$ cat src/rtl/core/bank_switch_irq_mapper_macros.svh
// Assertion macros shared by the mapper RTL.
`ifndef BANK_SWITCH_IRQ_MAPPER_MACROS_SVH
`define BANK_SWITCH_IRQ_MAPPER_MACROS_SVH
`ifndef SYNTHESIS
// The consequent must hold in the same cycle as the antecedent.
`define BSIM_ASSERT_NOW(label, clk, rst_n, cond, impl) \
    label: assert property (@(posedge clk) disable iff (!rst_n) (cond) |-> (impl)) \
        else $error("bank switch irq mapper assertion failed");
// The consequent must hold in the cycle after the antecedent.
`define BSIM_ASSERT_NEXT(label, clk, rst_n, cond, impl) \
    label: assert property (@(posedge clk) disable iff (!rst_n) (cond) |=> (impl)) \
        else $error("bank switch irq mapper assertion failed");
`else
`define BSIM_ASSERT_NOW(label, clk, rst_n, cond, impl)
`define BSIM_ASSERT_NEXT(label, clk, rst_n, cond, impl)
`endif
`endif

$ cat src/rtl/core/bsim_pkg.sv
package bsim_pkg;

    typedef struct packed {
        logic [1:0]  command;
        logic [15:0] address;
        logic [7:0]  data;
        logic [3:0]  slot;
    } req_t;

    typedef struct packed {
        logic [1:0] target;
        logic [7:0] bank;
        logic       irq_request;
        logic       vertical_mirror;
    } rsp_t;

    // Commands.
    localparam logic [1:0] CMD_WRITE  = 2'd0;
    localparam logic [1:0] CMD_TICK   = 2'd1;
    localparam logic [1:0] CMD_PPU    = 2'd2;
    localparam logic [1:0] CMD_PRG    = 2'd3;

    // Result targets.
    localparam logic [1:0] TGT_NONE   = 2'd0;
    localparam logic [1:0] TGT_PRG    = 2'd1;
    localparam logic [1:0] TGT_CHR    = 2'd2;
    localparam logic [1:0] TGT_CIRAM  = 2'd3;

    // Write page codes, address bits 15..11.
    localparam logic [4:0] PAGE_IRQ_LO = 5'h0A;
    localparam logic [4:0] PAGE_IRQ_HI = 5'h0B;
    localparam logic [4:0] PAGE_CHR_LO = 5'h10;
    localparam logic [4:0] PAGE_CHR_HI = 5'h17;
    localparam logic [4:0] PAGE_NT_LO  = 5'h18;
    localparam logic [4:0] PAGE_NT_HI  = 5'h1B;
    localparam logic [4:0] PAGE_PRG_LO = 5'h1C;
    localparam logic [4:0] PAGE_PRG_HI = 5'h1E;

    localparam logic [15:0] LINE_CYCLES  = 16'd113;
    localparam logic [7:0]  BANK_RESET   = 8'hFF;
    localparam logic [7:0]  RAM_BANK_MIN = 8'hE0;
    localparam logic [7:0]  PRG_LAST     = 8'h3F;
    localparam logic [7:0]  PRG_MASK     = 8'h3F;
    localparam logic [7:0]  CIRAM_MASK   = 8'h1F;
    localparam logic [3:0]  PRG_SLOTS    = 4'd3;

endpackage

$ cat src/rtl/core/bank_switch_irq_mapper.sv
// Bank-switching and scanline IRQ mapper.
// Input channel req (req_valid, req_stall) carries one item: a CPU register
// write, a scanline tick, a PPU 1 KB slot lookup or a CPU 8 KB slot lookup.
// Output channel rsp (rsp_valid, rsp_stall) returns exactly one result item
// per input item, in order: target and bank for lookups, irq_request for
// ticks, and the vertical mirroring bit in every result.
// The result of an item accepted at a clock edge is registered at that edge and is
// valid after it. Throughput is one item per cycle while the receiver does not stall;
// the whole decode, the counter add with saturation and the bank lookup sit between
// the input handshake and the result register.
// When the receiver stalls, the result register holds its item and
// req_stall rises, so no new item is taken until the held result leaves.
// Reset sets all bank registers to 0xFF, clears the IRQ counter and its
// enable, and empties the result register.
`include "bank_switch_irq_mapper_macros.svh"

module bank_switch_irq_mapper (
    input  logic            clk,
    input  logic            rst_n,
    input  logic            req_valid,
    output logic            req_stall,
    input  bsim_pkg::req_t  req,
    output logic            rsp_valid,
    input  logic            rsp_stall,
    output bsim_pkg::rsp_t  rsp
);

    logic [7:0]  chr_bank_reg [8];
    logic [7:0]  chr_bank_next [8];
    logic [7:0]  nt_bank_reg [4];
    logic [7:0]  nt_bank_next [4];
    logic [7:0]  prg_bank_reg [3];
    logic [7:0]  prg_bank_next [3];
    logic        irq_enable_reg;
    logic        irq_enable_next;
    logic [15:0] irq_count_reg;
    logic [15:0] irq_count_next;
    logic        rsp_valid_reg;
    bsim_pkg::rsp_t rsp_reg;
    bsim_pkg::rsp_t rsp_next;

    logic        accept;
    logic [4:0]  page;
    logic [16:0] tick_sum;
    logic        irq_hit;

    assign req_stall = rsp_valid_reg && rsp_stall;
    assign accept    = req_valid && !req_stall;
    assign rsp_valid = rsp_valid_reg;
    assign rsp       = rsp_reg;

    assign page     = req.address[15:11];
    assign tick_sum = {1'b0, irq_count_reg} + {1'b0, bsim_pkg::LINE_CYCLES};

    // Register writes and counter ticks.
    always_comb
    begin
        chr_bank_next   = chr_bank_reg;
        nt_bank_next    = nt_bank_reg;
        prg_bank_next   = prg_bank_reg;
        irq_enable_next = irq_enable_reg;
        irq_count_next  = irq_count_reg;
        irq_hit         = 1'b0;
        if (accept && req.command == bsim_pkg::CMD_WRITE) begin
            priority if (page == bsim_pkg::PAGE_IRQ_LO) begin
                irq_count_next[7:0] = req.data;
            end else if (page == bsim_pkg::PAGE_IRQ_HI) begin
                irq_count_next[15:8] = {1'b0, req.data[6:0]};
                irq_enable_next      = req.data[7];
            end else if (page >= bsim_pkg::PAGE_CHR_LO && page <= bsim_pkg::PAGE_CHR_HI) begin
                chr_bank_next[page[2:0]] = req.data;
            end else if (page >= bsim_pkg::PAGE_NT_LO && page <= bsim_pkg::PAGE_NT_HI) begin
                nt_bank_next[page[1:0]] = req.data;
            end else if (page >= bsim_pkg::PAGE_PRG_LO && page <= bsim_pkg::PAGE_PRG_HI) begin
                prg_bank_next[page[1:0]] = req.data;
            end else begin
                irq_count_next = irq_count_reg;
            end
        end else if (accept && req.command == bsim_pkg::CMD_TICK && irq_enable_reg) begin
            // The counter sticks at all ones instead of wrapping.
            irq_count_next = tick_sum[16] ? 16'hFFFF : tick_sum[15:0];
            irq_hit        = irq_count_next[15];
        end
    end

    // Result of the item, built from the state as the item leaves it.
    always_comb
    begin
        logic [7:0] chr_b;
        logic [7:0] nt_b;
        logic       keep_rom;
        chr_b    = chr_bank_reg[req.slot[2:0]];
        nt_b     = nt_bank_reg[req.slot[1:0]];
        keep_rom = req.slot[2] ? prg_bank_reg[1][7] : prg_bank_reg[1][6];

        rsp_next.target          = bsim_pkg::TGT_NONE;
        rsp_next.bank            = 8'd0;
        rsp_next.irq_request     = 1'b0;
        rsp_next.vertical_mirror = prg_bank_next[0][6];
        unique case (req.command)
            bsim_pkg::CMD_WRITE: begin
                rsp_next.target = bsim_pkg::TGT_NONE;
            end
            bsim_pkg::CMD_TICK: begin
                rsp_next.irq_request = irq_hit;
            end
            bsim_pkg::CMD_PPU: begin
                if (!req.slot[3]) begin
                    if (chr_b < bsim_pkg::RAM_BANK_MIN || keep_rom) begin
                        rsp_next.target = bsim_pkg::TGT_CHR;
                        rsp_next.bank   = chr_b;
                    end else begin
                        rsp_next.target = bsim_pkg::TGT_CIRAM;
                        rsp_next.bank   = chr_b & bsim_pkg::CIRAM_MASK;
                    end
                end else begin
                    if (nt_b < bsim_pkg::RAM_BANK_MIN) begin
                        rsp_next.target = bsim_pkg::TGT_CHR;
                        rsp_next.bank   = nt_b;
                    end else begin
                        rsp_next.target = bsim_pkg::TGT_CIRAM;
                        rsp_next.bank   = {7'd0, nt_b[0]};
                    end
                end
            end
            bsim_pkg::CMD_PRG: begin
                if (req.slot < bsim_pkg::PRG_SLOTS) begin
                    rsp_next.target = bsim_pkg::TGT_PRG;
                    rsp_next.bank   = prg_bank_reg[req.slot[1:0]] & bsim_pkg::PRG_MASK;
                end else if (req.slot == bsim_pkg::PRG_SLOTS) begin
                    rsp_next.target = bsim_pkg::TGT_PRG;
                    rsp_next.bank   = bsim_pkg::PRG_LAST;
                end
            end
            default: begin
                rsp_next.target = bsim_pkg::TGT_NONE;
            end
        endcase
    end

    always_ff @(posedge clk or negedge rst_n)
    begin
        if (!rst_n) begin
            for (int i = 0; i < 8; i++) begin
                chr_bank_reg[i] <= bsim_pkg::BANK_RESET;
            end
            for (int i = 0; i < 4; i++) begin
                nt_bank_reg[i] <= bsim_pkg::BANK_RESET;
            end
            for (int i = 0; i < 3; i++) begin
                prg_bank_reg[i] <= bsim_pkg::BANK_RESET;
            end
            irq_enable_reg <= 1'b0;
            irq_count_reg  <= 16'd0;
            rsp_valid_reg  <= 1'b0;
        end else begin
            chr_bank_reg   <= chr_bank_next;
            nt_bank_reg    <= nt_bank_next;
            prg_bank_reg   <= prg_bank_next;
            irq_enable_reg <= irq_enable_next;
            irq_count_reg  <= irq_count_next;
            if (accept) begin
                rsp_valid_reg <= 1'b1;
            end else if (!rsp_stall) begin
                rsp_valid_reg <= 1'b0;
            end
        end
    end

    always_ff @(posedge clk)
    begin
        if (accept) begin
            rsp_reg <= rsp_next;
        end
    end

    `BSIM_ASSERT_NOW(a_irq_needs_count, clk, rst_n, rsp_valid_reg && rsp_reg.irq_request, irq_count_reg[15] && irq_enable_reg)
    `BSIM_ASSERT_NOW(a_irq_only_on_tick, clk, rst_n, rsp_valid_reg && rsp_reg.irq_request, rsp_reg.target == bsim_pkg::TGT_NONE)
    `BSIM_ASSERT_NOW(a_mirror_tracks_reg, clk, rst_n, rsp_valid_reg, rsp_reg.vertical_mirror == prg_bank_reg[0][6])
    `BSIM_ASSERT_NEXT(a_tick_no_decrease, clk, rst_n, accept && req.command == bsim_pkg::CMD_TICK, irq_count_reg >= $past(irq_count_reg))

endmodule

$ cat config.mk
export PLATFORM = sky130hd
export DESIGN_NAME = bank_switch_irq_mapper
export DESIGN_NICKNAME = d
export VERILOG_FILES = /design/src/rtl/core/bsim_pkg.sv /design/src/rtl/core/bank_switch_irq_mapper.sv
export VERILOG_INCLUDE_DIRS = /design/src /design/src/rtl/core
export SDC_FILE = /design/constraint.sdc
export NUM_CORES = 1
export LEC_CHECK = 0
export BUFFER_PORTS_ARGS = -buffer_cell sky130_fd_sc_hd__buf_2
export CORE_MARGIN = 2
export CORE_UTILIZATION = 35
export DETAILED_ROUTE_END_ITERATION = 8
export GPL_ROUTABILITY_DRIVEN = 0
export SYNTH_ARGS = -nofsm -noshare
export SYNTH_HDL_FRONTEND = slang
export SYNTH_SLANG_ARGS = --single-unit
$ cat constraint.sdc
create_clock -name clk -period 2.3 [get_ports clk]
set_clock_uncertainty 0.2 [all_clocks]
set_input_delay 0.115 -clock clk [delete_from_list [all_inputs] [get_ports clk]]
set_output_delay 0.115 -clock clk [all_outputs]
set_load 0.01 [all_outputs]
==> flow_metrics.tcl <==
set metrics [dict create \
    io_pins 48 \
    maxSlewViolCount 0 \
    crit_type "reg2reg" \
    yosysUniqueCellTypes 66 \
    via_count 4807 \
    final_util_pct 42.7 \
    swShare_pct 23.9 \
    path_buf_inv 1 \
    start_util_pct 35.6 \
    clk_latency_ns 0.42 \
    status "finished, final reports clean" \
    path_clk_slew_ns 0.06 \
    syn_nets 556 \
    fmax_mhz 442 \
    power_leakage_nw 3.53 \
    power.density_mw_per_mm2 744 \
    critPathMaxFanout 4 \
    avgSynthCellArea_um2 13.8 \
    cts_tree "done" \
    yosysSeqAreaShare_pct 54.2 \
    end_kind "register" \
    row_count 52 \
    synth-edff-count 12 \
    wire_per_inst_um 20.2 \
    synthCells 521 \
    maxCapViolations 0 \
    pwr-share-seq_pct 46.8 \
    worstPathCellList "a21bo_2 > or3_4 > nor4b_4 > buf_4 > nand3_4 > mux2_2" \
    regToRegSetupSlack_ns 0.04 \
    drive_above_1_share_pct 64.2 \
    synthArstFlopShare_pct 91.8 \
    cp.required_ns 2.27 \
    h-tree-depth 4 \
    place_area_mm2 0.00784 \
    rsz0062_at_grt "true" \
    hold_violations 0 \
    ys.flop_type "dfstp_2" \
    num-nets-final 628 \
    drtIter0Drc 294 \
    grt_first_pass_wirelength_um 28100 \
    dr.pass1.iters 5 \
    slowest_delay_ns 0.37 \
    yosys_warnings 0 \
    fin_crit_ns 2.26 \
    cts_buffers 17 \
    die_w_um 147 \
    antenna_found_initial 0 \
    power.internal_mw 4.87 \
    final_cell_count_no_fill 876 \
    setup_slack_ns 0.0400 \
    combinationalPowerShare_pct 10.9 \
    core_area_mm2 0.0202 \
    grt_max_degree 136 \
    drc 0 \
    detail-route-antenna-nets 0 \
    power_frac_clock_pct 42.3 \
    slowest_stage "dfrtp_1" \
    critical-path-top-delay-family "simple AND/OR/NAND/NOR gates" \
    dp_slack_ns -0.0821 \
    io_buffers 36 \
    finalSetupViolations 0 \
    slew_headroom_pct 50.8 \
    clock_path_buffers 2 \
    crit_arrival_ns 2.23 \
    grt_overflow 0 \
    die_h_um 147 \
    netlist_area_mm2 0.00717 \
    first_global_vias 5066 \
    clock-root-buffer "clkbuf_16" \
    hold_path.class "in2reg" \
    grt_usage_pct 17.0 \
    worst_pin_slew_ns 0.738 \
    post-place-cells 830 \
    final_common_cell "mux2_2" \
    final_area_mm2 0.00861 \
    dpl.hpwl_um 11800 \
    fill_cells 1850 \
    power.net_switching_mw 1.53 \
    final_cell_mix "mux2_2 (125), dfstp_2 (117), buf_2 (35)" \
    ir_drop_uv 341 \
    clock-sinks 147 \
    period_share_pct 98.3 \
    n_antenna_cell 0 \
    viasPerCell 5.49 \
    crit_path_start_kind "register" \
    largest_register_ffs 64 \
    dieArea_mm2 0.0216 \
    whs_ns 0.00300 \
    syn2layout_area_growth_pct 20.0 \
    wl_um 17700 \
    ys_ff_latch 147 \
]
## cell type report
type | count | area [um^2] | area share (%)
sequential | 147 | 3880 | 45.1
multi-input combinational | 343 | 3200 | 37.1
timing repair buffer | 77 | 589 | 6.85
clock buffer | 23 | 468 | 5.44
tap | 270 | 338 | 3.92
clock inverter | 9 | 105 | 1.22
inverter | 7 | 26.3 | 0.305
## kinds of logic after synthesis
kind of cell               synth area share, %
AOI/OAI and AO/OA                         7.59
muxes                                     28.0
xor gates and xnor gates                 0.122
DFF                                       54.2
adders and majority gates                0.174
buffers and inverters                     1.83
and+or+nand+nor                           8.13
## synthesized netlist by cell type, drive strengths merged (2+ instances only)
cell     count  area share [%]
nor2b        4            0.35
mux2i        8             1.1
nor3         6            0.56
o22a         3            0.37
nand2b       3            0.26
nor2        19            0.99
o22ai       16             1.4
and3         5            0.44
or2          3            0.26
nand3       11            0.84
nand2       33             1.9
mux4        22             6.9
dfstp      117              43
o2bb2ai      3            0.37
and4         2            0.24
nand4        3            0.26
o21a         3            0.31
a21oi       14            0.98
clkbuf      15            0.79
dfrtp       18             6.3
mux2       127              20
edfxtp      12             5.0
a21o         3            0.31
a31o         4            0.49
a31oi        6            0.52
o21ai       10            0.75
buf          9            0.68
or3          4            0.42
inv          7            0.37
and2         3            0.26
o31ai        2            0.21
## per-layer routing
layer | part of all wire, % | GRT usage [%] | routed length, um | up-vias
met5 | 0 | 0 | 0 | -
met4 | 3.0 | 6.68 | 522 | 0
met1 | 44 | 21.9 | 7790 | 2495
li1 | - | - | - | 2134
met2 | 49 | 27.9 | 8630 | 142
met3 | 4.0 | 3.98 | 710 | 36
## what timing repair did
item | CTS | global route
gates cloned | 0 | 1
hold buffers | 11 | 0
pin swaps | 1 | 3
hold endpoints to repair | 37 | 0
setup buffers | 1 | 1
endpoints found under the setup margin | 19 | 46
resized for setup | 3 | 11
## path summary, 6_finish.rpt
path	to	cells after the start	start
hold reg to reg	irq_enable_reg$_DFFE_PN0P_	1	irq_enable_reg$_DFFE_PN0P_
setup reg to reg	rsp[0]$_DFFE_PP_	6	rsp_valid$_DFFE_PN0P_
hold / removal	irq_count_reg[3]$_DFFE_PN0P_	3	req[7]
setup / recovery	rsp[0]$_DFFE_PP_	6	rsp_valid$_DFFE_PN0P_
max in group asynchronous	irq_count_reg[12]$_DFFE_PN0P_	3	rst_n
min in group asynchronous	irq_count_reg[5]$_DFFE_PN0P_	3	rst_n
## power by group through the flow
stage / registers, mW / clock network [mW] / logic (mW)
2_1_floorplan: 3.00 / 0 / 0.419
4_1_cts: 3.00 / 2.76 / 0.693
5_1_grt: 3.02 / 2.86 / 0.764
6_report: 3.00 / 2.71 / 0.700
3_3_place_gp: 3.02 / 0 / 0.649
3_5_place_dp: 3.03 / 0 / 0.672
## per-stage QoR
step / power (mW) / TNS [ns]
6_report: 6.40 / 0
2_1_floorplan: 3.42 / -0.0417
4_1_cts: 6.45 / -0.116
3_3_place_gp: 3.67 / -0.217
5_1_grt: 6.65 / -0.00489
3_5_place_dp: 3.71 / -0.129
## worst reg2reg max path, stage by stage, from the launching register on
cell	delay, ns
dfrtp_1	0.37
a21bo_2	0.21
or3_4	0.37
nor4b_4	0.26
buf_4	0.20
nand3_4	0.10
mux2_2	0.29
Note: power is estimated with default switching activity, not from simulation.
